`src/sv/alu8m_pkg.sv`:
```
// Shared types and constants for the 8-bit multi-operation ALU.
package alu8m_pkg;

    localparam logic [7:0] OPC_SADD = 8'd0;
    localparam logic [7:0] OPC_SSUB = 8'd1;
    localparam logic [7:0] OPC_NEG  = 8'd2;
    localparam logic [7:0] OPC_EQ   = 8'd3;
    localparam logic [7:0] OPC_LT   = 8'd4;
    localparam logic [7:0] OPC_GT   = 8'd5;
    localparam logic [7:0] OPC_AND  = 8'd6;
    localparam logic [7:0] OPC_OR   = 8'd7;
    localparam logic [7:0] OPC_SHL  = 8'd8;
    localparam logic [7:0] OPC_SHR  = 8'd9;
    localparam logic [7:0] OPC_UMUL = 8'd10;
    localparam logic [7:0] OPC_SMUL = 8'd11;
    localparam logic [7:0] OPC_UDIV = 8'd12;
    localparam logic [7:0] OPC_SDIV = 8'd13;
    localparam logic [7:0] OPC_ADD  = 8'd16;
    localparam logic [7:0] OPC_SUB  = 8'd17;

    localparam logic [1:0] ERR_OK       = 2'd0;
    localparam logic [1:0] ERR_OVERFLOW = 2'd1;
    localparam logic [1:0] ERR_DIV_ZERO = 2'd2;

    typedef enum logic [4:0] {
        OP_SADD,
        OP_SSUB,
        OP_NEG,
        OP_EQ,
        OP_LT,
        OP_GT,
        OP_AND,
        OP_OR,
        OP_SHL,
        OP_SHR,
        OP_UMUL,
        OP_SMUL,
        OP_UDIV,
        OP_SDIV,
        OP_ADD,
        OP_SUB,
        OP_NONE
    } t_op;

    typedef struct packed {
        t_op        op;
        logic [7:0] a;
        logic [7:0] b;
    } t_item;

    typedef struct packed {
        logic [15:0] value;
        logic        wide;
        logic [1:0]  err;
    } t_res;

endpackage

```
`src/sv/alu8m_front.sv`:
```
// Front end: takes input beats and decodes the opcode into an operation class.
module alu8m_front (
    input  logic                i_valid,
    input  logic [7:0]          i_opcode,
    input  logic [7:0]          i_a,
    input  logic [7:0]          i_b,
    input  logic                i_queue_full,
    output logic                o_ready,
    output logic                o_push,
    output alu8m_pkg::t_item    o_item
);

    alu8m_pkg::t_op n_op;

    always_comb begin
        unique case (i_opcode)
            alu8m_pkg::OPC_SADD: n_op = alu8m_pkg::OP_SADD;
            alu8m_pkg::OPC_SSUB: n_op = alu8m_pkg::OP_SSUB;
            alu8m_pkg::OPC_NEG:  n_op = alu8m_pkg::OP_NEG;
            alu8m_pkg::OPC_EQ:   n_op = alu8m_pkg::OP_EQ;
            alu8m_pkg::OPC_LT:   n_op = alu8m_pkg::OP_LT;
            alu8m_pkg::OPC_GT:   n_op = alu8m_pkg::OP_GT;
            alu8m_pkg::OPC_AND:  n_op = alu8m_pkg::OP_AND;
            alu8m_pkg::OPC_OR:   n_op = alu8m_pkg::OP_OR;
            alu8m_pkg::OPC_SHL:  n_op = alu8m_pkg::OP_SHL;
            alu8m_pkg::OPC_SHR:  n_op = alu8m_pkg::OP_SHR;
            alu8m_pkg::OPC_UMUL: n_op = alu8m_pkg::OP_UMUL;
            alu8m_pkg::OPC_SMUL: n_op = alu8m_pkg::OP_SMUL;
            alu8m_pkg::OPC_UDIV: n_op = alu8m_pkg::OP_UDIV;
            alu8m_pkg::OPC_SDIV: n_op = alu8m_pkg::OP_SDIV;
            alu8m_pkg::OPC_ADD:  n_op = alu8m_pkg::OP_ADD;
            alu8m_pkg::OPC_SUB:  n_op = alu8m_pkg::OP_SUB;
            default:             n_op = alu8m_pkg::OP_NONE;
        endcase
    end

    assign o_ready   = !i_queue_full;
    assign o_push    = i_valid && !i_queue_full;
    assign o_item.op = n_op;
    assign o_item.a  = i_a;
    assign o_item.b  = i_b;

endmodule

```
`src/sv/alu8m_fifo.sv`:
```
// Short queue of decoded operations between the front end and the execution pipeline.
module alu8m_fifo #(
    parameter int DEPTH = 4
) (
    input  logic                i_clk,
    input  logic                i_rst_n,
    input  logic                i_push,
    input  alu8m_pkg::t_item    i_item,
    input  logic                i_pop,
    output logic                o_full,
    output logic                o_empty,
    output alu8m_pkg::t_item    o_item
);

    localparam int AW = (DEPTH > 1) ? $clog2(DEPTH) : 1;
    localparam int CW = $clog2(DEPTH + 1);

    alu8m_pkg::t_item r_mem [DEPTH];
    logic [AW-1:0]    r_wr;
    logic [AW-1:0]    r_rd;
    logic [CW-1:0]    r_count;
    logic             n_push;
    logic             n_pop;

    assign o_full  = (r_count == CW'(DEPTH));
    assign o_empty = (r_count == '0);
    assign o_item  = r_mem[r_rd];
    assign n_push  = i_push && !o_full;
    assign n_pop   = i_pop && !o_empty;

    always_ff @(posedge i_clk) begin
        if (!i_rst_n) begin
            r_wr    <= '0;
            r_rd    <= '0;
            r_count <= '0;
        end else begin
            if (n_push) begin
                r_wr <= (r_wr == AW'(DEPTH - 1)) ? '0 : r_wr + 1'b1;
            end
            if (n_pop) begin
                r_rd <= (r_rd == AW'(DEPTH - 1)) ? '0 : r_rd + 1'b1;
            end
            if (n_push && !n_pop) begin
                r_count <= r_count + 1'b1;
            end else if (n_pop && !n_push) begin
                r_count <= r_count - 1'b1;
            end
        end
    end

    always_ff @(posedge i_clk) begin
        if (n_push) begin
            r_mem[r_wr] <= i_item;
        end
    end

endmodule

```
`src/sv/alu8m_back.sv`:
```
// Execution pipeline: narrow operations and multiply, then an eight-stage restoring divider.
module alu8m_back (
    input  logic                i_clk,
    input  logic                i_rst_n,
    input  logic                i_empty,
    input  alu8m_pkg::t_item    i_item,
    output logic                o_pop,
    output logic                o_valid,
    input  logic                i_ready,
    output alu8m_pkg::t_res     o_res
);

    localparam int STAGES = 8;

    typedef struct packed {
        logic        is_div;
        logic        neg_q;
        logic        neg_r;
        logic [15:0] value;
        logic        wide;
        logic [1:0]  err;
        logic [7:0]  rem;
        logic [7:0]  dq;
        logic [7:0]  dvs;
    } t_stage;

    t_stage          r_pipe [STAGES];
    logic            r_v    [STAGES];
    logic            n_en   [STAGES];
    logic            n_en_out;
    alu8m_pkg::t_res r_out;
    logic            r_out_v;

    function automatic logic [7:0] f_abs(input logic [7:0] v);
        return v[7] ? (8'd0 - v) : v;
    endfunction

    function automatic t_stage f_prep(input alu8m_pkg::t_item it);
        t_stage      s;
        logic [8:0]  sum;
        logic [15:0] prod;
        s       = '0;
        s.err   = alu8m_pkg::ERR_OK;
        s.rem   = '0;
        s.dq    = it.a;
        s.dvs   = it.b;
        unique case (it.op)
            alu8m_pkg::OP_SADD: begin
                sum     = {it.a[7], it.a} + {it.b[7], it.b};
                s.value = {8'd0, sum[7:0]};
                if (sum[8] != sum[7]) begin
                    s.err = alu8m_pkg::ERR_OVERFLOW;
                end
            end
            alu8m_pkg::OP_SSUB: begin
                sum     = {it.a[7], it.a} - {it.b[7], it.b};
                s.value = {8'd0, sum[7:0]};
                if (sum[8] != sum[7]) begin
                    s.err = alu8m_pkg::ERR_OVERFLOW;
                end
            end
            alu8m_pkg::OP_NEG: s.value = {8'd0, 8'd0 - it.a};
            alu8m_pkg::OP_EQ:  s.value = {15'd0, it.a == it.b};
            alu8m_pkg::OP_LT:  s.value = {15'd0, it.a < it.b};
            alu8m_pkg::OP_GT:  s.value = {15'd0, it.a > it.b};
            alu8m_pkg::OP_AND: s.value = {8'd0, it.a & it.b};
            alu8m_pkg::OP_OR:  s.value = {8'd0, it.a | it.b};
            alu8m_pkg::OP_SHL: begin
                s.value = (|it.b[7:3]) ? 16'd0 : {8'd0, it.a << it.b[2:0]};
            end
            alu8m_pkg::OP_SHR: begin
                s.value = (|it.b[7:3]) ? 16'd0 : {8'd0, it.a >> it.b[2:0]};
            end
            alu8m_pkg::OP_UMUL: begin
                s.wide  = 1'b1;
                s.value = {8'd0, it.a} * {8'd0, it.b};
            end
            alu8m_pkg::OP_SMUL: begin
                s.wide  = 1'b1;
                prod    = {{8{it.a[7]}}, it.a} * {{8{it.b[7]}}, it.b};
                s.value = prod;
            end
            alu8m_pkg::OP_UDIV: begin
                s.wide = 1'b1;
                if (it.b == 8'd0) begin
                    s.err = alu8m_pkg::ERR_DIV_ZERO;
                end else begin
                    s.is_div = 1'b1;
                end
            end
            alu8m_pkg::OP_SDIV: begin
                s.wide = 1'b1;
                s.dq   = f_abs(it.a);
                s.dvs  = f_abs(it.b);
                if (it.b == 8'd0) begin
                    s.err = alu8m_pkg::ERR_DIV_ZERO;
                end else begin
                    s.is_div = 1'b1;
                    s.neg_q  = it.a[7] ^ it.b[7];
                    s.neg_r  = it.a[7];
                end
            end
            alu8m_pkg::OP_ADD: s.value = {8'd0, it.a + it.b};
            alu8m_pkg::OP_SUB: s.value = {8'd0, it.a - it.b};
            default:           s.value = 16'd0;
        endcase
        return s;
    endfunction

    // One quotient bit per stage: shift in the next dividend bit and try to subtract.
    function automatic t_stage f_step(input t_stage s);
        t_stage     o;
        logic [8:0] trial;
        logic [8:0] diff;
        o     = s;
        trial = {s.rem, s.dq[7]};
        diff  = trial - {1'b0, s.dvs};
        if (trial >= {1'b0, s.dvs}) begin
            o.rem = diff[7:0];
            o.dq  = {s.dq[6:0], 1'b1};
        end else begin
            o.rem = trial[7:0];
            o.dq  = {s.dq[6:0], 1'b0};
        end
        return o;
    endfunction

    function automatic alu8m_pkg::t_res f_finish(input t_stage s);
        alu8m_pkg::t_res r;
        logic [7:0]      q;
        logic [7:0]      m;
        q       = s.neg_q ? (8'd0 - s.dq) : s.dq;
        m       = s.neg_r ? (8'd0 - s.rem) : s.rem;
        r.value = s.is_div ? {m, q} : s.value;
        r.wide  = s.wide;
        r.err   = s.err;
        return r;
    endfunction

    assign n_en_out = !r_out_v || i_ready;

    always_comb begin
        n_en[STAGES-1] = !r_v[STAGES-1] || n_en_out;
        for (int k = STAGES - 2; k >= 0; k--) begin
            n_en[k] = !r_v[k] || n_en[k+1];
        end
    end

    assign o_pop   = n_en[0] && !i_empty;
    assign o_valid = r_out_v;
    assign o_res   = r_out;

    always_ff @(posedge i_clk) begin
        if (!i_rst_n) begin
            r_out_v <= 1'b0;
            for (int k = 0; k < STAGES; k++) begin
                r_v[k] <= 1'b0;
            end
        end else begin
            if (n_en_out) begin
                r_out_v <= r_v[STAGES-1];
            end
            for (int k = 1; k < STAGES; k++) begin
                if (n_en[k]) begin
                    r_v[k] <= r_v[k-1];
                end
            end
            if (n_en[0]) begin
                r_v[0] <= !i_empty;
            end
        end
    end

    always_ff @(posedge i_clk) begin
        if (n_en_out) begin
            r_out <= f_finish(f_step(r_pipe[STAGES-1]));
        end
        for (int k = 1; k < STAGES; k++) begin
            if (n_en[k]) begin
                r_pipe[k] <= f_step(r_pipe[k-1]);
            end
        end
        if (n_en[0]) begin
            r_pipe[0] <= f_prep(i_item);
        end
    end

endmodule

```
`src/sv/alu_8bit_multiop.sv`:
```
// Top level of the 8-bit multi-operation ALU.
// The block takes one beat per clock cycle while the queue has room and gives exactly one
// result beat for each, in order. Every operation passes through the eight-stage restoring
// divider, which lies between the decoded-operation queue and the output register. Either side
// may stall on its own: the queue holds up to QUEUE_DEPTH decoded beats in front of the
// execution pipeline, and the input stays ready while the queue has room.
module alu_8bit_multiop #(
    parameter int QUEUE_DEPTH = 4
) (
    input  logic        i_clk,
    input  logic        i_rst_n,
    input  logic        i_s_axis_tvalid,
    output logic        o_s_axis_tready,
    input  logic [15:0] i_s_axis_tdata,   // operand_a [7:0], operand_b [15:8]
    input  logic [7:0]  i_s_axis_tuser,   // opcode [7:0]
    output logic        o_m_axis_tvalid,
    input  logic        i_m_axis_tready,
    output logic [15:0] o_m_axis_tdata,   // result_value [15:0]
    output logic [2:0]  o_m_axis_tuser    // result_is_wide [0], error_code [2:1]
);

    alu8m_pkg::t_item front_item;
    alu8m_pkg::t_item queue_item;
    alu8m_pkg::t_res  back_res;
    logic             front_push;
    logic             queue_full;
    logic             queue_empty;
    logic             back_pop;

    alu8m_front u_front (
        .i_valid      (i_s_axis_tvalid),
        .i_opcode     (i_s_axis_tuser),
        .i_a          (i_s_axis_tdata[7:0]),
        .i_b          (i_s_axis_tdata[15:8]),
        .i_queue_full (queue_full),
        .o_ready      (o_s_axis_tready),
        .o_push       (front_push),
        .o_item       (front_item)
    );

    alu8m_fifo #(
        .DEPTH (QUEUE_DEPTH)
    ) u_fifo (
        .i_clk   (i_clk),
        .i_rst_n (i_rst_n),
        .i_push  (front_push),
        .i_item  (front_item),
        .i_pop   (back_pop),
        .o_full  (queue_full),
        .o_empty (queue_empty),
        .o_item  (queue_item)
    );

    alu8m_back u_back (
        .i_clk   (i_clk),
        .i_rst_n (i_rst_n),
        .i_empty (queue_empty),
        .i_item  (queue_item),
        .o_pop   (back_pop),
        .o_valid (o_m_axis_tvalid),
        .i_ready (i_m_axis_tready),
        .o_res   (back_res)
    );

    assign o_m_axis_tdata = back_res.value;
    assign o_m_axis_tuser = {back_res.err, back_res.wide};

endmodule

```
`config.mk`:
```
export PLATFORM = sky130hd
export DESIGN_NAME = alu_8bit_multiop
export DESIGN_NICKNAME = d
export VERILOG_FILES = /design/src/sv/alu8m_pkg.sv /design/src/sv/alu8m_front.sv /design/src/sv/alu8m_fifo.sv /design/src/sv/alu8m_back.sv /design/src/sv/alu_8bit_multiop.sv
export SDC_FILE = /design/constraint.sdc
export NUM_CORES = 1
export LEC_CHECK = 0
export ABC_AREA = 1
export BUFFER_PORTS_ARGS = -buffer_cell sky130_fd_sc_hd__buf_4
export CORE_MARGIN = 3
export CORE_UTILIZATION = 60
export DETAILED_ROUTE_END_ITERATION = 6
export PLACE_DENSITY = 0.88
export SLEW_MARGIN = 20
export SYNTH_ARGS = -nofsm -noshare
export SYNTH_HDL_FRONTEND = slang
export SYNTH_SLANG_ARGS = --single-unit
```
`constraint.sdc`:
```
create_clock -name i_clk -period 8.8 [get_ports i_clk]
set_clock_uncertainty 0.1 [all_clocks]
set_input_delay 0.44 -clock i_clk [delete_from_list [all_inputs] [get_ports i_clk]]
set_output_delay 0.44 -clock i_clk [all_outputs]
set_load 0.05 [all_outputs]
```
Word level (Yosys, flattened, before mapping)

Memory sizes are Yosys's and may differ from the RTL's. A register that Yosys moved wholly into a read port is not among the register bits.
Cells that the tools add are included.

Logic and storage cells: 203
RAM bits: 460
Memory bits (read-only): 160
Memories: 4
Output and inout port bits: 21
Bits in registers: 27
Input bits: 28

Magnitude comparators: 10
Equal/unequal tests: 21
Multiplexer cells: 90
Shift operators: 2
Reductions and logical operators: 36
Add/subtract/negate cells: 20
Bitwise gates (word level): 11
$mul: 2

Memories:

| name            | words | width | read ports | clocked after Yosys merged registers in | wr ports | RTL line          | source |
|---|---|---|---|---|---|---|---|
| u_back.r_pipe   | 8     | 46    | 8          | 0                                       | 8        | alu8m_back.sv:27  | `t_stage r_pipe [STAGES];` |
| (no name shown) | 32    | 5     | 1          | 0                                       | 0        | alu8m_front.sv:16 | `unique case (i_opcode)` |
| u_fifo.r_mem    | 4     | 21    | 1          | 1                                       | 1        | alu8m_fifo.sv:18  | `alu8m_pkg::t_item r_mem [DEPTH];` |
| u_back.r_v      | 8     | 1     | 8          | 0                                       | 8        | alu8m_back.sv:28  | `logic r_v [STAGES];` |

Operators with widths:

| kind                                                                  | number |
|---|---|
| 16-bit 2-to-1 mux                                                     | 20 |
| 16-bit one-hot mux with 14 select lines                               | 1 |
| 9-bit by 8-bit >= comparator with 1-bit output                        | 8 |
| 8-bit subtractor                                                      | 9 |
| 1-bit 2-to-1 mux                                                      | 49 |
| 8-bit 2-to-1 mux                                                      | 6 |
| 5-bit by 4-bit equality test with 1-bit output, second input constant | 8 |
| 8-bit by 8-bit multiplier with 16-bit output                          | 2 |
| 1-bit by 8-bit subtractor with 8-bit output, first input constant     | 4 |
| 5-bit by 3-bit equality test with 1-bit output, second input constant | 4 |
| 2-bit 2-to-1 mux                                                      | 8 |
| 1-bit zero test                                                       | 13 |
| 5-bit by 2-bit equality test with 1-bit output, second input constant | 2 |
| 8-bit by 8-bit adder with 9-bit output                                | 1 |
| 1-bit logical OR                                                      | 9 |
| 3-bit 2-to-1 mux                                                      | 3 |
| 8-bit by 8-bit subtractor with 9-bit output                           | 1 |
| 8-bit adder                                                           | 1 |
| 8-bit bitwise AND                                                     | 1 |
| 8-bit equality test                                                   | 1 |
| 8-bit > comparator                                                    | 1 |
| 8-bit zero test                                                       | 1 |
| 8-bit less-than comparator                                            | 1 |
| 1-bit OR                                                              | 8 |
| 21 further kinds                                                      | 30 |

Logic depth before layout (Yosys ltp)

Depth in word-level cells: 15
Gate-level depth with buffers: 29
Gate-level depth less buffers: 27

Cells and area by module

Synthesis repeated with hierarchy kept, for this count alone.

Cell total of the unflattened synthesis: 2389
Area total of the unflattened synthesis: 25936.1 sq um

By module, submodules not included:

| module      | seq. area each (sq um) | area an instance (sq um) | instances | cells each |
|---|---|---|---|---|
| alu8m_back  | 11611.1                | 22012.4                  | 1         | 2073 |
| alu8m_fifo  | 2702.6                 | 3683.5                   | 1         | 276 |
| alu8m_front | 0.0                    | 240.2                    | 1         | 40 |

Worst setup path before layout

OpenSTA, ideal clock, no wires.

Path kind: reg2reg
Start point: reg u_back.r_out_v, in the netlist u_back.o_valid, read port of u_back.r_v
End point: reg u_fifo.r_count[2]
Cell stages (with the launch flop): 18
Buffers on the path: 0
Arrival time: 6.505 ns
Setup slack: 2.073 ns
Setup time: 0.122 ns
Period minus slack after synthesis: 6.727 ns
Data required time: 8.578 ns
Cell sequence: dfxtp_1 nand3_1 nor2_1 inv_2 nor2_4 nand3_2 inv_1 nand3_2 nor2_1 inv_2 o31ai_2 ha_1 inv_1 fa_1 a21oi_1 o21ai_0 o21ai_0 a21oi_1

RTL lines:

| element              | RTL line         | source |
|---|---|---|
| start, declared      | alu8m_back.sv:32 | `logic r_out_v;` |
| end signal, assigned | alu8m_fifo.sv:44 | `r_count <= r_count + 1'b1;` |
| end signal, assigned | alu8m_fifo.sv:46 | `r_count <= r_count - 1'b1;` |
| end, declared        | alu8m_fifo.sv:21 | `logic [CW-1:0] r_count;` |

==> run summary <==
Outcome - finished, final reports clean
Skew-Pair Late Insertion Delay - 0.59 ns
Main combinational cell family by area after synthesis - simple AND/OR/NAND/NOR gates
Fill cell count - 3,145
CTS max path bufs - 3
Port Buf Inserts - 48
Vias in the first global route - 18,120
Worst reg2reg path depth - 25
Chip width - 215.2 um
Gr usage total - 0.2534
Final setup viols - 0
Critical path arrival - 7.08 ns
Register area - 0.01431 sq mm
#FFs+latches synth - 481
Final ANT Viol Nets - 0
Final Hold Viols - 0
Post-synthesis net count - 2,771
Compound-gate portion of the synthesized area - 0.05614
Fin crit period - 6.846 ns
CTS Sinks - 481
Worst Hold Slack - 0.1147 ns
Area of the multi-input gates - 0.01010 sq mm
Die height - 215.2 um
Yosys top cell by area - edfxtp_1
Worst-path clk slew - 0.06 ns
HP Start - i_rst_n
WL final - 57,580 um
Unrepaired setup endpoints after global routing - false
Iter 0 DRT Violations - 1,611
Post-synthesis xor/xnor area fraction - 0.02168
Slowest-stage cell, CP - dfxtp_1
TritonCTS clock tree - built
Die area - 0.04630 sq mm
Syn avg cell area - 10.56 sq um
Synth Flop Type - edfxtp_1
Mapped Area - 0.02625 sq mm
FFs w/ async S/R, synth - 0
Rows - 76
Post-synth top area share - 0.5353
WL/cell - 18.03 um
Starting density of the core - 0.6081
Most used cell, CP - nand2_1
Largest net degree at the start of global routing - 49
Total core area - 0.04317 sq mm
H-tree Lvls - 2
Layout Area Growth over Synthesis - 10.07%
Syn Inst Count - 2,487
Max Slew Vio Count - 0
Total grt overflow - 0
Ant diodes - 0
Clock Tree Root - clkbuf_16
Dpl hpwl - 41,850 um
Initial antenna violation count - 0
Worst EP required - 9.04 ns
Synth warnings - 0
Max incr delay on CP - 0.79 ns
Worst setup EP type - flop
DR vias/cell - 5.536
Hold Path Depth - 3
Layout cells sized above 1 - 0.07784
DR DRC count - 0
Maxcap violations - 0
First-pass GRT wire length - 93,090 um
Number of flops mapped to enable cells by yosys - 468
CP Max Fanout - 39
Synth Area in Adders - 0.1495
Via count of the routed design - 17,680
Most frequent cells in the layout - nand2_1 (490), edfxtp_1 (468), inv_1 (411)
Fmax - 0.1461 GHz
Mux contribution to synthesized area - 0.0007625
Setup CP Type - reg2reg
Post-cts sizing count - 0
Worst-margin pin slew - 1.020 ns
Setup TNS Final - 0 ns
Synth top area cells - edfxtp_1 (54%), ha_1 (7.6%), fa_1 (7.3%)
Synth unique cells - 54
Post-Synth Simple-Gate Area - 0.1556
Number of CTS-inserted buffers - 46
Worst setup SP type - flop
TritonRoute pass-1 iters - 6
Period utilization - 0.7780
Nets - 2,859
Part of the Yosys area used for sequential elements - 0.5452
Slew margin rel. - 0.3188
Hold Path Class - in2reg
Ports - 49
Commonest non-fill, non-tap cell in the layout - nand2_1
RD Place Congestion - 0.9700
cells by family (layout without fill, tap and decap cells):
| kind of cell | Yosys count | count (layout) |
|---|---|---|
| simple gates | 949 | 949 |
| flops | 481 | 481 |
| buf+inv | 474 | 595 |
| compound gates | 260 | 260 |
| fa+ha+maj | 256 | 256 |
| xor+xnor | 65 | 65 |
| mux | 2 | 2 |
registers in the layout (all words and copies together) (netlist names), named ones only:
name and cells:
u_back.o_res 19, u_back.o_valid 1, u_fifo.r_mem 84, u_fifo.r_count 3, u_back.r_v 8, u_fifo.r_wr 2
u_back.r_pipe 360, u_fifo.r_rd 2
worst max-delay path, delay by kind of cell (launching register included):
| family | cells | cell delay [ns] |
|---|---|---|
| adder cells (fa/ha/maj) | 6 | 2.79 |
| AND/OR/NAND/NOR | 9 | 1.38 |
| buffers and inverters | 7 | 1.11 |
| flip-flops | 1 | 0.79 |
| AO/OA/AOI/OAI | 3 | 0.40 |
stage by stage:
step / utilization / setup slack (ns) / cell area (sq um) / cells
finish: 0.6694 / 1.954 / 28900 / 3193
global route: 0.6694 / 1.537 / 28900 / 3193
CTS: 0.6691 / 2.091 / 28890 / 3193
detailed placement: 0.6308 / 2.170 / 27230 / 3096
global placement: 0.6307 / 2.321 / 27230 / 3096
floorplan: - / 2.073 / 26250 / 2487
metal layers:
layer | vias to the layer above | routed length [um] | global-route usage
met1 | 8461 | 22320 | 0.3083
met4 | 0 | 2192 | 0.09451
met5 | - | 0 | 0
met2 | 635 | 29510 | 0.4579
li1 | 8418 | - | -
met3 | 164 | 3563 | 0.03931
path summary, 6_finish.rpt:
kind         slack [ns]              endpoint
max                1.95  u_back.r_pipe[0][39]
min                0.11     u_fifo.r_count[2]
max reg2reg        1.95  u_back.r_pipe[0][39]
min reg2reg        0.31  u_back.r_pipe[0][78]
final cells by class:
| type | instances | share of cell area |
|---|---|---|
| Sequential cell | 481 | 0.4953 |
| Multi-Input combinational cell | 1532 | 0.3495 |
| Inverter | 438 | 0.05689 |
| Clock buffer | 59 | 0.04222 |
| Tap cell | 585 | 0.02533 |
| Timing Repair Buffer | 76 | 0.02113 |
| Clock inverter | 22 | 0.009569 |
Yosys cell counts, types with 6 or more instances:
library cell and instances:
inv_2 20, xor2_1 44, a211oi_1 6, xnor2_1 21, a21oi_1 95, o211ai_1 8, edfxtp_1 468, o21ai_1 22
o21ai_0 84, nand3b_1 6, buf_4 10, dfxtp_1 13, nand2_1 492, ha_1 160, fa_1 96, inv_1 411
clkinv_1 7, nor3_1 26, o22ai_1 9, nand4_1 14, nand2_2 24, nor2_4 7, a31oi_1 9, or2_2 8
clkbuf_1 11, nand3_1 143, buf_2 10, nor2_1 205
repair_timing:
item | CTS | global route
hold endpoints to repair | 64 | 0
buffers inserted | 0 | 0
hold buffers | 16 | 0
Power is not shown: default switching activity piles up to over one toggle a cycle in this logic, so the estimate is an artifact.
